==> config.mk <==
export PLATFORM = sky130hd
export DESIGN_NAME = touch_panel_response_decoder
export DESIGN_NICKNAME = d
export VERILOG_FILES = /design/src/tprd_pkg.sv /design/src/tprd_cfg_regs.sv /design/src/tprd_frame_buf.sv /design/src/tprd_event_dec.sv /design/src/touch_panel_response_decoder.sv
export VERILOG_INCLUDE_DIRS = /design/src /design/src/src
export SDC_FILE = /design/constraint.sdc
export NUM_CORES = 1
export LEC_CHECK = 0
export BUFFER_PORTS_ARGS = -buffer_cell sky130_fd_sc_hd__buf_4
export CORE_AREA = 2 2 152 117
export DETAILED_ROUTE_END_ITERATION = 7
export DIE_AREA = 0 0 154 119
export PLACE_DENSITY = 0.88
export SLEW_MARGIN = 10
export SYNTH_ARGS = -nofsm -noshare
export SYNTH_HDL_FRONTEND = slang
export SYNTH_SLANG_ARGS = --single-unit
==> constraint.sdc <==
create_clock -name i_clk -period 6.35 [get_ports i_clk]
set_input_delay 0.3175 -clock i_clk [delete_from_list [all_inputs] [get_ports i_clk]]
set_output_delay 0.3175 -clock i_clk [all_outputs]
set_load 0.01 [all_outputs]
==> src/touch_panel_response_decoder_assert.svh <==
// assertion macros for the touch panel response decoder
// used by the top level only; needs a clock named i_clk and a reset named i_rst_n
`ifndef TOUCH_PANEL_RESPONSE_DECODER_ASSERT_SVH
`define TOUCH_PANEL_RESPONSE_DECODER_ASSERT_SVH

`ifndef SYNTH
`define TPRD_ASSERT(lbl, prop) \
    lbl: assert property (@(posedge i_clk) disable iff (!i_rst_n) prop) \
        else $error("tprd assertion failed");
`define TPRD_ASSERT_NEXT(lbl, pre, post) \
    lbl: assert property (@(posedge i_clk) disable iff (!i_rst_n) (pre) |=> (post)) \
        else $error("tprd assertion failed");
`else
`define TPRD_ASSERT(lbl, prop)
`define TPRD_ASSERT_NEXT(lbl, pre, post)
`endif

`endif

==> src/tprd_pkg.sv <==
// shared types and constants of the touch panel response decoder
// no dependencies
`default_nettype none

package tprd_pkg;

    localparam int BUFFER_DEPTH = 16;
    localparam int STORE_IDX_W  = $clog2(BUFFER_DEPTH);
    localparam int COUNT_W      = 6;
    localparam int FIELD_BYTES  = 6;

    localparam logic [COUNT_W-1:0] COUNT_MAX = 6'd63;
    localparam logic [7:0]         TERM_BYTE = 8'hFF;
    localparam logic [1:0]         TERM_RUN  = 2'd3;

    localparam logic [7:0]  RST_BUTTON_CODE   = 8'd101;
    localparam logic [4:0]  RST_BUTTON_LENGTH = 5'd7;
    localparam logic [7:0]  RST_COORD_CODE    = 8'd103;
    localparam logic [4:0]  RST_COORD_LENGTH  = 5'd9;
    localparam logic [7:0]  RST_UPDATE_CODE   = 8'd113;
    localparam logic [4:0]  RST_UPDATE_LENGTH = 5'd8;
    localparam logic [15:0] RST_POLL_PERIOD   = 16'd5;

    localparam logic       CMD_BYTE = 1'b0;
    localparam logic       CMD_TICK = 1'b1;

    localparam logic [2:0] EV_NONE   = 3'd0;
    localparam logic [2:0] EV_BUTTON = 3'd1;
    localparam logic [2:0] EV_COORD  = 3'd2;
    localparam logic [2:0] EV_REQ_X  = 3'd3;
    localparam logic [2:0] EV_REQ_Y  = 3'd4;

    localparam logic [1:0] PRESS_NONE    = 2'd0;
    localparam logic [1:0] PRESS_INITIAL = 2'd1;
    localparam logic [1:0] PRESS_HOLD    = 2'd2;

    typedef enum logic [2:0] {
        CFG_BUTTON_CODE   = 3'd0,
        CFG_BUTTON_LENGTH = 3'd1,
        CFG_COORD_CODE    = 3'd2,
        CFG_COORD_LENGTH  = 3'd3,
        CFG_UPDATE_CODE   = 3'd4,
        CFG_UPDATE_LENGTH = 3'd5,
        CFG_POLL_PERIOD   = 3'd6
    } t_cfg_index;

    typedef enum logic [1:0] {
        PH_REQ_X  = 2'd0,
        PH_X_SENT = 2'd1,
        PH_REQ_Y  = 2'd2,
        PH_Y_SENT = 2'd3
    } t_poll_phase;

    typedef struct packed {
        logic [7:0]  button_code;
        logic [4:0]  button_length;
        logic [7:0]  coord_code;
        logic [4:0]  coord_length;
        logic [7:0]  update_code;
        logic [4:0]  update_length;
        logic [15:0] poll_period_ms;
    } t_cfg;

    typedef struct packed {
        logic       command;
        logic [7:0] rx_byte;
    } t_in_item;

    typedef struct packed {
        logic [2:0]  event_kind;
        logic [7:0]  button_state;
        logic [7:0]  button_number;
        logic [15:0] x_pos;
        logic [15:0] y_pos;
        logic [1:0]  press_type;
    } t_out_item;

    typedef struct packed {
        logic                          done;
        logic [COUNT_W-1:0]            count;
        logic [FIELD_BYTES-1:0][7:0]   bytes;
    } t_frame_info;

endpackage

`default_nettype wire

==> src/tprd_cfg_regs.sv <==
// configuration registers of the touch panel response decoder
// depends on tprd_pkg
`default_nettype none

module tprd_cfg_regs (
    input  wire logic          i_clk,
    input  wire logic          i_rst_n,
    input  wire logic          i_cfg_wr_en,
    input  wire logic [2:0]    i_cfg_index,
    input  wire logic [15:0]   i_cfg_data,
    output tprd_pkg::t_cfg     o_cfg
);

    tprd_pkg::t_cfg r_cfg;

    always_ff @(posedge i_clk) begin
        if (!i_rst_n) begin
            r_cfg.button_code    <= tprd_pkg::RST_BUTTON_CODE;
            r_cfg.button_length  <= tprd_pkg::RST_BUTTON_LENGTH;
            r_cfg.coord_code     <= tprd_pkg::RST_COORD_CODE;
            r_cfg.coord_length   <= tprd_pkg::RST_COORD_LENGTH;
            r_cfg.update_code    <= tprd_pkg::RST_UPDATE_CODE;
            r_cfg.update_length  <= tprd_pkg::RST_UPDATE_LENGTH;
            r_cfg.poll_period_ms <= tprd_pkg::RST_POLL_PERIOD;
        end else if (i_cfg_wr_en) begin
            case (tprd_pkg::t_cfg_index'(i_cfg_index))
                tprd_pkg::CFG_BUTTON_CODE:   r_cfg.button_code    <= i_cfg_data[7:0];
                tprd_pkg::CFG_BUTTON_LENGTH: r_cfg.button_length  <= i_cfg_data[4:0];
                tprd_pkg::CFG_COORD_CODE:    r_cfg.coord_code     <= i_cfg_data[7:0];
                tprd_pkg::CFG_COORD_LENGTH:  r_cfg.coord_length   <= i_cfg_data[4:0];
                tprd_pkg::CFG_UPDATE_CODE:   r_cfg.update_code    <= i_cfg_data[7:0];
                tprd_pkg::CFG_UPDATE_LENGTH: r_cfg.update_length  <= i_cfg_data[4:0];
                tprd_pkg::CFG_POLL_PERIOD:   r_cfg.poll_period_ms <= i_cfg_data;
                default: begin
                end
            endcase
        end
    end

    assign o_cfg = r_cfg;

endmodule

`default_nettype wire

==> src/tprd_frame_buf.sv <==
// frame store, byte count and terminator detection
// depends on tprd_pkg
`default_nettype none

module tprd_frame_buf (
    input  wire logic                 i_clk,
    input  wire logic                 i_rst_n,
    input  wire logic                 i_advance,
    input  tprd_pkg::t_in_item        i_item,
    output tprd_pkg::t_frame_info     o_frame
);

    logic [7:0]                      r_store [tprd_pkg::BUFFER_DEPTH];
    logic [tprd_pkg::COUNT_W-1:0]    r_count;
    logic [1:0]                      r_run;
    logic [tprd_pkg::COUNT_W-1:0]    n_count;
    logic [1:0]                      n_run;
    logic [tprd_pkg::COUNT_W-1:0]    count_inc;
    logic [1:0]                      run_inc;
    logic                            is_byte;
    logic                            wr_en;
    logic [tprd_pkg::STORE_IDX_W-1:0] wr_idx;

    assign is_byte = (i_item.command == tprd_pkg::CMD_BYTE);
    assign wr_en   = is_byte && (int'(r_count) < tprd_pkg::BUFFER_DEPTH);
    assign wr_idx  = r_count[tprd_pkg::STORE_IDX_W-1:0];

    always_comb begin
        count_inc = (r_count < tprd_pkg::COUNT_MAX) ? r_count + 1'b1 : r_count;
        run_inc   = (i_item.rx_byte == tprd_pkg::TERM_BYTE) ? r_run + 1'b1 : 2'd0;
        o_frame.done  = is_byte && (run_inc == tprd_pkg::TERM_RUN);
        o_frame.count = count_inc;
        for (int i = 0; i < tprd_pkg::FIELD_BYTES; i++) begin
            // the byte being written this cycle is visible to the decode
            o_frame.bytes[i] = (wr_en && int'(wr_idx) == i) ? i_item.rx_byte : r_store[i];
        end
        n_count = r_count;
        n_run   = r_run;
        if (is_byte) begin
            if (o_frame.done) begin
                n_count = '0;
                n_run   = 2'd0;
            end else begin
                n_count = count_inc;
                n_run   = run_inc;
            end
        end
    end

    always_ff @(posedge i_clk) begin
        if (i_advance && wr_en) begin
            r_store[wr_idx] <= i_item.rx_byte;
        end
    end

    always_ff @(posedge i_clk) begin
        if (!i_rst_n) begin
            r_count <= '0;
            r_run   <= 2'd0;
        end else if (i_advance) begin
            r_count <= n_count;
            r_run   <= n_run;
        end
    end

endmodule

`default_nettype wire

==> src/tprd_event_dec.sv <==
// frame matching, press state and poll timing
// depends on tprd_pkg
`default_nettype none

module tprd_event_dec (
    input  wire logic                 i_clk,
    input  wire logic                 i_rst_n,
    input  wire logic                 i_advance,
    input  tprd_pkg::t_in_item        i_item,
    input  tprd_pkg::t_frame_info     i_frame,
    input  tprd_pkg::t_cfg            i_cfg,
    output tprd_pkg::t_out_item       o_result
);

    logic                  r_pressed;
    tprd_pkg::t_poll_phase r_phase;
    logic [15:0]           r_x_latch;
    logic [15:0]           r_ms;
    logic                  n_pressed;
    tprd_pkg::t_poll_phase n_phase;
    logic [15:0]           n_x_latch;
    logic [15:0]           n_ms;
    logic [15:0]           ms_inc;
    logic [15:0]           upd_value;
    logic                  fits;
    logic                  hit_button;
    logic                  hit_coord;
    logic                  hit_update;

    always_comb begin
        ms_inc     = (r_ms != 16'hFFFF) ? r_ms + 1'b1 : r_ms;
        upd_value  = {i_frame.bytes[2], i_frame.bytes[1]};
        fits       = int'(i_frame.count) <= tprd_pkg::BUFFER_DEPTH;
        hit_button = (i_frame.count == {1'b0, i_cfg.button_length})
                     && (i_frame.bytes[0] == i_cfg.button_code);
        hit_coord  = (i_frame.count == {1'b0, i_cfg.coord_length})
                     && (i_frame.bytes[0] == i_cfg.coord_code);
        hit_update = (i_frame.count == {1'b0, i_cfg.update_length})
                     && (i_frame.bytes[0] == i_cfg.update_code);

        o_result  = '0;
        n_pressed = r_pressed;
        n_phase   = r_phase;
        n_x_latch = r_x_latch;
        n_ms      = r_ms;

        if (i_item.command == tprd_pkg::CMD_TICK) begin
            n_ms = ms_inc;
            if (r_pressed && (ms_inc > i_cfg.poll_period_ms)) begin
                if (r_phase == tprd_pkg::PH_REQ_X) begin
                    o_result.event_kind = tprd_pkg::EV_REQ_X;
                    n_phase = tprd_pkg::PH_X_SENT;
                end else if (r_phase == tprd_pkg::PH_REQ_Y) begin
                    o_result.event_kind = tprd_pkg::EV_REQ_Y;
                    n_phase = tprd_pkg::PH_Y_SENT;
                end
                n_ms = '0;
            end
        end else if (i_frame.done && fits) begin
            priority if (hit_button) begin
                o_result.event_kind    = tprd_pkg::EV_BUTTON;
                o_result.button_state  = i_frame.bytes[1];
                o_result.button_number = i_frame.bytes[2];
            end else if (hit_coord) begin
                o_result.event_kind = tprd_pkg::EV_COORD;
                o_result.x_pos      = {i_frame.bytes[1], i_frame.bytes[2]};
                o_result.y_pos      = {i_frame.bytes[3], i_frame.bytes[4]};
                if (i_frame.bytes[5] != 8'd0) begin
                    n_pressed           = 1'b1;
                    o_result.press_type = tprd_pkg::PRESS_INITIAL;
                    n_phase             = tprd_pkg::PH_REQ_X;
                end else begin
                    n_pressed           = 1'b0;
                    o_result.press_type = tprd_pkg::PRESS_NONE;
                end
            end else if (hit_update) begin
                if (r_phase == tprd_pkg::PH_X_SENT) begin
                    n_x_latch = upd_value;
                    n_phase   = tprd_pkg::PH_REQ_Y;
                end else if (r_phase == tprd_pkg::PH_Y_SENT) begin
                    n_phase = tprd_pkg::PH_REQ_X;
                    if (r_pressed) begin
                        o_result.event_kind = tprd_pkg::EV_COORD;
                        o_result.x_pos      = r_x_latch;
                        o_result.y_pos      = upd_value;
                        o_result.press_type = tprd_pkg::PRESS_HOLD;
                    end
                end
            end else begin
            end
        end
    end

    always_ff @(posedge i_clk) begin
        if (!i_rst_n) begin
            r_pressed <= 1'b0;
            r_phase   <= tprd_pkg::PH_REQ_X;
            r_x_latch <= '0;
            r_ms      <= '0;
        end else if (i_advance) begin
            r_pressed <= n_pressed;
            r_phase   <= n_phase;
            r_x_latch <= n_x_latch;
            r_ms      <= n_ms;
        end
    end

endmodule

`default_nettype wire

==> src/touch_panel_response_decoder.sv <==
// top level of the touch panel response decoder: input and result registers
// depends on tprd_pkg, tprd_cfg_regs, tprd_frame_buf, tprd_event_dec
// and touch_panel_response_decoder_assert.svh
//
// Each accepted item (a received panel byte or a one millisecond tick)
// gives exactly one result item via the input and result registers. An
// item is accepted every cycle while the output is not stalled: the
// input register feeds decode logic that updates the frame store, press
// state and poll timer and loads the result register, so sustained rate
// is one item per cycle. With the output stalled, one more item is held
// in the input register before o_in_stall rises. Configuration writes
// take effect at the next edge and belong only to idle periods.
`default_nettype none

module touch_panel_response_decoder (
    input  wire logic              i_clk,
    input  wire logic              i_rst_n,
    input  wire logic              i_cfg_wr_en,
    input  wire logic [2:0]        i_cfg_index,
    input  wire logic [15:0]       i_cfg_data,
    input  wire logic              i_in_valid,
    output logic                   o_in_stall,
    input  tprd_pkg::t_in_item     i_in_item,
    output logic                   o_out_valid,
    input  wire logic              i_out_stall,
    output tprd_pkg::t_out_item    o_out_item
);

    tprd_pkg::t_cfg        cfg;
    tprd_pkg::t_frame_info frame;
    tprd_pkg::t_out_item   n_result;
    tprd_pkg::t_in_item    r_in_item;
    tprd_pkg::t_out_item   r_out_item;
    logic                  r_in_valid;
    logic                  r_out_valid;
    logic                  advance;

    assign advance    = r_in_valid && (!r_out_valid || !i_out_stall);
    assign o_in_stall = r_in_valid && r_out_valid && i_out_stall;

    tprd_cfg_regs u_cfg_regs (
        .i_clk       (i_clk),
        .i_rst_n     (i_rst_n),
        .i_cfg_wr_en (i_cfg_wr_en),
        .i_cfg_index (i_cfg_index),
        .i_cfg_data  (i_cfg_data),
        .o_cfg       (cfg)
    );

    tprd_frame_buf u_frame_buf (
        .i_clk     (i_clk),
        .i_rst_n   (i_rst_n),
        .i_advance (advance),
        .i_item    (r_in_item),
        .o_frame   (frame)
    );

    tprd_event_dec u_event_dec (
        .i_clk     (i_clk),
        .i_rst_n   (i_rst_n),
        .i_advance (advance),
        .i_item    (r_in_item),
        .i_frame   (frame),
        .i_cfg     (cfg),
        .o_result  (n_result)
    );

    always_ff @(posedge i_clk) begin
        if (!i_rst_n) begin
            r_in_valid <= 1'b0;
        end else if (i_in_valid && !o_in_stall) begin
            r_in_valid <= 1'b1;
        end else if (advance) begin
            r_in_valid <= 1'b0;
        end
    end

    always_ff @(posedge i_clk) begin
        if (i_in_valid && !o_in_stall) begin
            r_in_item <= i_in_item;
        end
    end

    always_ff @(posedge i_clk) begin
        if (!i_rst_n) begin
            r_out_valid <= 1'b0;
        end else if (advance) begin
            r_out_valid <= 1'b1;
        end else if (!i_out_stall) begin
            r_out_valid <= 1'b0;
        end
    end

    always_ff @(posedge i_clk) begin
        if (advance) begin
            r_out_item <= n_result;
        end
    end

    assign o_out_valid = r_out_valid;
    assign o_out_item  = r_out_item;

`include "touch_panel_response_decoder_assert.svh"

    `TPRD_ASSERT(a_stall_only_when_full, o_in_stall |-> (r_in_valid && r_out_valid))
    `TPRD_ASSERT_NEXT(a_result_kept, r_out_valid && i_out_stall, r_out_valid)
    `TPRD_ASSERT(a_button_fields_clean, (o_out_valid && (o_out_item.event_kind == tprd_pkg::EV_BUTTON)) |-> ((o_out_item.x_pos == 16'd0) && (o_out_item.y_pos == 16'd0) && (o_out_item.press_type == tprd_pkg::PRESS_NONE)))
    `TPRD_ASSERT(a_press_only_on_coord, (o_out_valid && (o_out_item.press_type != tprd_pkg::PRESS_NONE)) |-> (o_out_item.event_kind == tprd_pkg::EV_COORD))

endmodule

`default_nettype wire

Word level (Yosys, flattened, before mapping) --
Memory sizes are Yosys's and may differ from the RTL's. Cells that the tools add are included.
Operators by class: muxes and demuxes 49, shift-type cells 0, $add $sub $neg 3, bitwise gates (word level) 4, div/mod/pow operators 0, reductions and logical operators 44, eq/ne operators 28, multipliers 0, order comparisons 4
Operator list (number):
- $mux W34 | 6
- $mux W53 | 1
- $mux W16 | 3
- $mux W8 | 6
- $mux W2 | 15
- $eq A8 B8 Y1 | 3
- $mux W3 | 8
- $eq A6 B5 Y1 | 3
- $logic_and A1 B1 Y1 | 18
- $reduce_and A2 Y1 | 9
- $add A16 B1 Y16 const B | 1
- $gt A16 B16 Y1 | 1
- $ne A16 B16 Y1 const B | 1
- $mux W6 | 2
- $eq A3 B3 Y1 const B | 3
- $eq A4 B3 Y1 const B | 2
- $eq A4 B4 Y1 const B | 2
- $eq A8 B8 Y1 const B | 1
- $mux W1 | 8
- $reduce_and A8 Y1 | 1
- $reduce_bool A8 Y1 | 1
- $reduce_and A7 Y1 | 1
- $add A6 B1 Y6 const B | 1
- $eq A2 B2 Y1 const B | 3
- 23 further kinds | 32
Word-level totals: word-level logic and storage cells 156, latch bits 0, ROM bits 0, register bits 162, output and inout port bits 55, RAM bits 128, memories kept 1, bits of input ports 33
Memories:
- u_frame_buf.r_store | depth 16, width 8, rd ports 6, clocked after memory_dff 0, write ports 1, RTL line tprd_frame_buf.sv:13 | logic [7:0] r_store [tprd_pkg::BUFFER_DEPTH];

Depth between registers and ports, before layout --
Gate-level depths: netlist (run 1).
depth in word-level cells 12, gate-level depth with buffers 17, depth with buffers taken out 16

By module --
From an unflattened synthesis (run 1), not the netlist that was laid out.
Unflattened totals: cells, all modules 926, area, all modules 10271.1 µm²
Modules (own cells, without submodules):
- tprd_event_dec | cells each 452, sequential area each 700.7 µm², area an instance 3465.8 µm², times used 1
- tprd_frame_buf | cells each 186, sequential area each 1601.5 µm², area an instance 2647.5 µm², times used 1
- tprd_cfg_regs | cells each 218, sequential area each 1101.1 µm², area an instance 2212.1 µm², times used 1
- touch_panel_response_decoder | cells each 70, sequential area each 1901.8 µm², area an instance 1945.6 µm², times used 1

Worst setup path after synthesis (run 1) --
Ideal clock, no wire load.
kind register to register, from register u_event_dec.r_ms[0], to register u_event_dec.r_ms[0], library setup time 0.076 ns, buffers on the path 2, data required time 6.274 ns, arrival time 3.738 ns, cell stages (with the launch flop) 18, clock period less this slack 3.813 ns, path slack 2.537 ns, cells stage by stage dfxtp_1 > ha_1 > nand3_1 > nor4_1 > nand3_1 > clkbuf_1 > nand3_1 > xnor2_1 > ha_1 > a21o_1 > a21o_1 > a211oi_1 > o21ai_0 > o31ai_1 > and2_1 > clkbuf_1 > nand3b_1 > a21boi_0
On the way: word-level cells in the longest chain between the ends 5, elaborated cells between the ends (all ways) 6, those cells by class add/sub: 1; order compare: 1; eq/ne: 1; mux: 2; reduce/logical: 1
RTL lines:
- start: declaration | RTL line tprd_event_dec.sv:18 | logic [15:0] r_ms;
- start signal: assignment | RTL line tprd_event_dec.sv:104 | r_ms <= n_ms;
- $add A16 B1 Y16 / $ne A16 B16 Y1 (equally long branches) | RTL line tprd_event_dec.sv:31 | ms_inc = (r_ms != 16'hFFFF) ? r_ms + 1'b1 : r_ms;
- $mux W16 * | RTL line tprd_event_dec.sv:31
- $gt A16 B16 Y1 | RTL line tprd_event_dec.sv:49 | if (r_pressed && (ms_inc > i_cfg.poll_period_ms)) begin
- $logic_and A1 B1 Y1 | RTL line tprd_event_dec.sv:49
- $mux W16 * | RTL line tprd_event_dec.sv:49
Every way passes the cells marked *; elsewhere a longest branch is shown, timed or not. A chain may end at the register's enable or synchronous reset.

==> flow_metrics.tcl, run 1 <==
set metrics [dict create \
    seq_total_area_yosys_pct 50.9 \
    finalNetCount 1168 \
    die-area_mm2 0.0183 \
    maxSlewViolCount 0 \
    path_cells "ha_1 -> nand3_1 -> nor4_1 -> nand3_1 -> nand2b_1 -> nor2_1 -> xor2_1 -> ha_1 -> nand4_1 -> or2_2 -> a21oi_1 -> o31ai_1 -> buf_4 -> or4b_2 -> o21ai_0" \
    critical_path.endpoint_type "flop" \
    number_of_hold_violations_in_the_final_report 0 \
    area_delta_synth_final_pct 14.1 \
    synth_compound_area_share_pct 14.2 \
    insertedDiodeCount 0 \
    dpl.cell_count 1303 \
    worst_slew_margin_rel_pct 14.0 \
    post_synth_and_or_nand_nor_area_fraction_pct 19.9 \
    drv_cap 0 \
    io_buffer_count 87 \
    critPathLaunch "u_event_dec.r_ms[0]" \
    hold_path_class "primary input to flop" \
    post_synthesis_mux_area_share_pct 5.86 \
    synth_area_per_cell_um2 10.0 \
    endpoint "o_out_item[51]" \
    drt_drc_violations_left 0 \
    setup_total_negative_slack_ps 0 \
    post_synth_instance_area_mm2 0.0104 \
    cpMaxStageDelayCell "nor4_1" \
    netlist-cell-type-count 68 \
    cts_tree "done" \
    vias 8474 \
    rsz0062_at_grt "no" \
    cts.root.buffer_cell "clkbuf_16" \
    drt_iter0_drc 1091 \
    gp_congestion 1.00 \
    detailed_place_hpwl_um 19000 \
    pre_cts_worst_setup_slack_ps 1940 \
    setup.reg_to_reg.worst_slack_ps 1830 \
    worst_slack_ps 1830 \
    fp.dieW_um 154 \
    postSynthNetCount 1095 \
    setup_skew_ps 10.4 \
    post_cts_resize_count 0 \
    grt_first_pass_wirelength_um 42800 \
    placementRows 42 \
    worst_path_largest_cell_delay_ps 640 \
    synth-main-ff-cell "edfxtp_1" \
    timing_worst_setup_path_type "flop to flop" \
    instances_no_fill 1347 \
    clock_tree.htree_level_count 1 \
    synth_cells 1041 \
    outcome "finished clean" \
    setup_viol 0 \
    synth_edf_count 110 \
    reg2reg_from "u_event_dec.r_ms[0]" \
    synth-adder-area-share_pct 2.52 \
    vias_in_the_first_global_route 7851 \
    cts_max_path_buffers 3 \
    die_h_um 119 \
    worst_hold_path_cell_count 2 \
    synth_xor_xnor_area_share_pct 3.08 \
    ios 88 \
    power.ir.vdd_worst_uv 174 \
    leakagePower_uw 0.00456 \
    cts_setup_buffers 0 \
    r2r.worst_path.cells 15 \
    power_density_mw_per_mm2 238 \
    core_area_mm2 0.0171 \
    clock_slew_seen_by_the_registers_of_the_worst_setup_and_hold_paths_ps 60 \
    post-route-period-util_pct 71.3 \
    grt_remaining_overflow 0 \
    groute.usage.overall_pct 29.5 \
    timing.fmax_mhz 221 \
    synth_warnings 0 \
    async_reset_ff_share_pct 0 \
    finalPower_uw 2830 \
    initial_antenna_violation_count 1 \
    worstReg2RegEnd "o_out_item[51]" \
    clock_latency_ps 500 \
    dr_pass1_iterations 7 \
    synth_top_family_by_area "simple AND/OR/NAND/NOR gates" \
    synth-seq-cells 210 \
    vias_per_cell 6.29 \
    avgRoutedWirePerCell_um 20.3 \
    grt_max_degree 118 \
    critPathMaxFanout 16 \
    arrival_ps 4870 \
    timing.final.crit_period_ps 4520 \
    worst_ep_required_time_ps 6690 \
    nFillCells 1249 \
    numClockSinks 210 \
    drive_gt1_share_pct 13.0 \
    totalWireLength_um 27400 \
    timing_worst_slew_pin_value_ps 1290 \
    initial_core_util_pct 61.0 \
    cts_inserted_buffers 20 \
    drtAntennaViolNets 0 \
    timing.critical_path.from_type "flop" \
]
==> synth_stat cells, drive strengths merged (4+ instances only) <==
cell type	instances	share of area (%)
nand2	152	5.5
a21oi	29	1.4
nand2b	20	1.2
mux2i	52	5.0
nor2	67	2.4
a21boi	43	3.1
dfxtp	100	19
nand3	52	2.5
xnor2	16	1.3
buf	9	0.47
o2bb2ai	13	1.4
nand4	18	1.1
xor2	18	1.5
a22oi	16	1.2
a211oi	12	0.99
ha	21	2.5
and4	6	0.50
a31oi	4	0.24
o211ai	10	0.72
and3	14	0.84
edfxtp	110	32
mux2	8	0.86
nor2b	31	1.9
o21ai	22	1.1
inv	43	1.5
nor4	12	1.0
and2	7	0.42
nor3	18	0.91
clkbuf	42	1.5
a21o	13	0.94
o21a	6	0.43
o22ai	18	1.1
==> repair_timing <==
item                                    4_1_cts  5_1_grt
endpoints found under the hold margin         9        0
hold buffers                                  9        0
endpoints found under the setup margin        0        0
==> metrics by stage <==
stage,hold WS (ps),instance area (µm²),util (%)
after floorplan,416,10400,-
after global placement,445,11200,65.5
after detailed placement,455,11200,65.5
after CTS,30.9,11900,69.6
after global routing,65.6,11900,69.6
final,44.3,11900,69.6
==> how the worst min path moves through the flow <==
stage | from | endpoint | slack [ps]
finish | i_in_valid | r_in_valid | 40
global placement | u_event_dec.r_x_latch[6] | u_event_dec.r_x_latch[6] | 440
floorplan | i_in_item[0] | r_in_item[0] | 420
CTS | i_in_valid | r_in_valid | 30
detailed placement | u_event_dec.r_x_latch[6] | u_event_dec.r_x_latch[6] | 450
global route | i_in_valid | r_in_valid | 70
==> cells in the final DEF, fill, tap and decap left out, types with 11 or more instances in the layout <==
cell	instances
mux2i_1	52
dfxtp_1	100
a21boi_0	43
a21oi_1	29
o22ai_1	18
nor3_1	17
edfxtp_1	110
a211oi_1	11
xor2_1	18
o21ai_0	20
a22oi_1	16
clkbuf_16	21
buf_4	93
nand4_1	18
nor2b_1	31
nand2_1	152
inv_1	41
a21o_1	13
xnor2_1	16
ha_1	21
nand2b_1	20
and3_1	14
nor2_1	67
nand3_1	51
==> per-layer routing <==
metal  global-route usage (%)  share of wire [%]
met1                     42.1                 42
met4                     9.05                3.2
met2                     45.0                 44
met3                     6.77                 11
met5                        0                  0
==> flip-flops by register name, indices dropped and copies added, names as in the netlist, 2 cells and up <==
name / cells
u_event_dec.r_phase: 2
r_in_item: 9
u_frame_buf.r_run: 2
o_out_item: 53
u_event_dec.r_ms: 16
u_cfg_regs.o_cfg: 55
u_frame_buf.r_store: 48
u_frame_buf.r_count: 6
u_event_dec.r_x_latch: 16
==> where the power goes <==
part	internal (µW)	total, µW	leakage (µW)	switching [µW]
Clock	643	1140	0.000291	501
Sequential	1460	1490	0.00183	33.2
Combinational	80.5	193	0.00244	113
Total	2180	2830	0.00456	648
==> layout make-up <==
class,count,area (µm²),area share (%)
Clock inverter,9,66.3,0.558
Multi-Input combinational cell,737,4740,39.9
Tap cell,220,275,2.32
Timing Repair Buffer,102,788,6.63
Clock buffer,26,544,4.58
Sequential cell,210,5310,44.6
Inverter,43,161,1.36
==> logic make-up (layout without fill, tap and decap cells) <==
kind of cell	count (synthesis)	after routing
AOI/OAI and AO/OA	205	205
and+or+nand+nor	416	416
muxes	60	60
xor gates and xnor gates	35	35
DFF	210	210
buffers and inverters	94	180
adders and majority gates	21	21
==> critical path: cells and delay by family, from the launching register on <==
kind | cells | cell delay [ps]
AOI/OAI and AO/OA | 3 | 340
xor gates and xnor gates | 1 | 170
adders and majority gates | 2 | 530
buffers and inverters | 1 | 190
DFF | 1 | 420
and+or+nand+nor | 8 | 2700
(Power assumes the default switching activity.)
==> inputs of run 2 (changes only) <==
--- a/config.mk
+++ b/config.mk
@@ -7,10 +7,10 @@
 export NUM_CORES = 1
 export LEC_CHECK = 0
 export BUFFER_PORTS_ARGS = -buffer_cell sky130_fd_sc_hd__buf_4
-export CORE_AREA = 2 2 152 117
+export CORE_AREA = 2 2 164 126
 export DETAILED_ROUTE_END_ITERATION = 7
-export DIE_AREA = 0 0 154 119
-export PLACE_DENSITY = 0.88
+export DIE_AREA = 0 0 166 128
+export PLACE_DENSITY = 0.81
 export SLEW_MARGIN = 10
 export SYNTH_ARGS = -nofsm -noshare
 export SYNTH_HDL_FRONTEND = slang
==> constraint.sdc (replaced) <==
create_clock -name i_clk -period 3.76 [get_ports i_clk]
set_input_delay 0.188 -clock i_clk [delete_from_list [all_inputs] [get_ports i_clk]]
set_output_delay 0.188 -clock i_clk [all_outputs]
set_load 0.01 [all_outputs]
==> run 2 against run 1 <==
Against the previous run:
- the run now ends with negative hold slack left
- setup slack lost 1700 ps
- sequential share of layout area shrank 2.2 points
- first-iteration DRC count shrank 15%
- highest routed layer unchanged
==> flow_metrics.tcl, run 2 (same netlist as run 1, synthesis figures left out) <==
set metrics [dict create \
    initial_core_util_pct 52.7 \
    finalNetCount 1226 \
    drv_cap 0 \
    instances_no_fill 1443 \
    intPower_uw 3660 \
    worst_slew_margin_rel_pct 16.0 \
    initial_antenna_violation_count 0 \
    detailed_place_hpwl_um 19600 \
    power_density_mw_per_mm2 381 \
    critical_path.endpoint_type "flop" \
    timing_worst_slew_pin_value_ps 1250 \
    post-route-period-util_pct 96.4 \
    timing_worst_setup_path_type "flop to flop" \
    worst_ep_required_time_ps 4090 \
    worst_slack_ps 134 \
    maxSlewViolCount 0 \
    setup_viol 0 \
    grt_max_degree 118 \
    worst_path_largest_cell_delay_ps 630 \
    clock_latency_ps 500 \
    io_buffer_count 87 \
    path_cells "ha_4 -> nand3_2 -> nor4_4 -> nand3_2 -> buf_4 -> a31oi_2 -> ha_1 -> and3_1 -> nand4_1 -> or2_2 -> a21oi_4 -> o31ai_4 -> or4b_2 -> o21ai_0" \
    violations_in_the_final_reports "negative hold slack" \
    met3_usage_pct 4.23 \
    pre_cts_worst_setup_slack_ps -35.4 \
    largest_register_ffs 55 \
    die-area_mm2 0.0212 \
    dr_pass1_iterations 7 \
    drt_iter0_drc 930 \
    clock_power_share_pct 39.8 \
    critPathTopFamily "simple AND/OR/NAND/NOR gates" \
    leakagePower_uw 0.00487 \
    hold-worst-slack_ps -12.6 \
    timing.critical_path.from_type "flop" \
    avgRoutedWirePerCell_um 19.6 \
    crit_path_frequent_cell "nand3_2" \
    timing.fmax_mhz 276 \
    die_h_um 128 \
    layout_commonest_cell "nand2_1" \
    placementRows 45 \
    grt_first_pass_wirelength_um 44200 \
    core_area_mm2 0.0198 \
    fp.dieW_um 166 \
    drive_gt1_share_pct 17.3 \
    clock_tree.htree_level_count 1 \
    crit_buf_inv 1 \
    cpMaxStageDelayCell "or4b_2" \
    gp_congestion 0.980 \
    setup_total_negative_slack_ps 0 \
    cts_max_path_buffers 3 \
    grtUsageMet2_pct 40.8 \
    cts.root.buffer_cell "clkbuf_16" \
    gr-max-usage-layer "met2" \
    ios 88 \
    clock_slew_seen_by_the_registers_of_the_worst_setup_and_hold_paths_ps 60 \
    drtAntennaViolNets 0 \
    vias 8461 \
    number_of_hold_violations_in_the_final_report 1 \
    dpl.cell_count 1376 \
    area_delta_synth_final_pct 20.3 \
    setup_skew_ps 7.67 \
    totalWireLength_um 28300 \
    cts_inserted_buffers 21 \
    outcome "finished, violations left" \
    insertedDiodeCount 0 \
    cts_tree "done" \
    timing.final.crit_period_ps 3630 \
    drt_drc_violations_left 0 \
    grt_remaining_overflow 0 \
    mostFrequentLayoutCells "nand2_1 (152), buf_4 (131), edfxtp_1 (110)" \
    critPathMaxFanout 6 \
    power.ir.vdd_worst_uv 282 \
    vias_in_the_first_global_route 7971 \
    seq_power_share_pct 52.4 \
    arrival_ps 3960 \
    numClockSinks 210 \
    comb_power_share_pct 7.8 \
    globalRouteMet1Util_pct 38.7 \
    netSwitchingPower_uw 1110 \
    hold_path_class "primary input to flop" \
    finalPower_uw 4770 \
    groute.usage.overall_pct 26.1 \
    vias_per_cell 5.86 \
    switching_part_of_the_total_pct 23.3 \
]
==> run 2: cell type report <==
type,count,area [µm²]
fill,1562,7230
clock buffer,26,554
sequential,210,5310
multi-input combinational,737,4840
clock inverter,10,46.3
inverter,43,161
timing repair buffer,159,1290
tap,258,323
==> run 2: per-stage QoR <==
stage	area (µm²)	utilization, %
3_3_place_gp	11500	58.3
3_5_place_dp	11500	58.3
4_1_cts	12400	62.6
5_1_grt	12500	63.4
6_report	12500	63.4
2_1_floorplan	10400	-
==> run 2: metal layers <==
metal	routed length, µm	vias to the layer above
li1	-	4027
met1	12800	4039
met2	12500	360
met3	2520	35
met4	398	0
met5	0	-
==> run 2: power groups by stage <==
stage          clock network [µW]  registers, µW  logic [µW]
2_1_floorplan                   0           2550         185
3_3_place_gp                    0           2550         337
3_5_place_dp                    0           2550         341
4_1_cts                      1910           2500         363
5_1_grt                      2000           2500         404
6_report                     1900           2500         374
==> run 2: path summary, 6_finish.rpt <==
check	cells after the start	from	to	slack (ps)
max reg2reg	14	u_event_dec.r_ms[0]	o_out_item[51]	130
max	14	u_event_dec.r_ms[0]	o_out_item[51]	130
min	3	i_cfg_data[9]	u_cfg_regs.o_cfg[9]	-10
min reg2reg	2	u_event_dec.r_x_latch[4]	u_event_dec.r_x_latch[4]	460
==> run 2: worst reg2reg max path, delay by kind of cell, from the launching register on <==
family / cells / cell delay [ps]
compound gates: 4 / 650
fa+ha+maj: 2 / 350
buf+inv: 1 / 180
flops: 1 / 380
simple gates: 7 / 1910
==> run 2: timing repair <==
item	CTS	global route
gates resized for setup	1	22
endpoints found under the hold margin	34	0
pin swaps	0	4
endpoints found under the setup margin	9	18
setup buffers	0	7
hold buffers	24	0
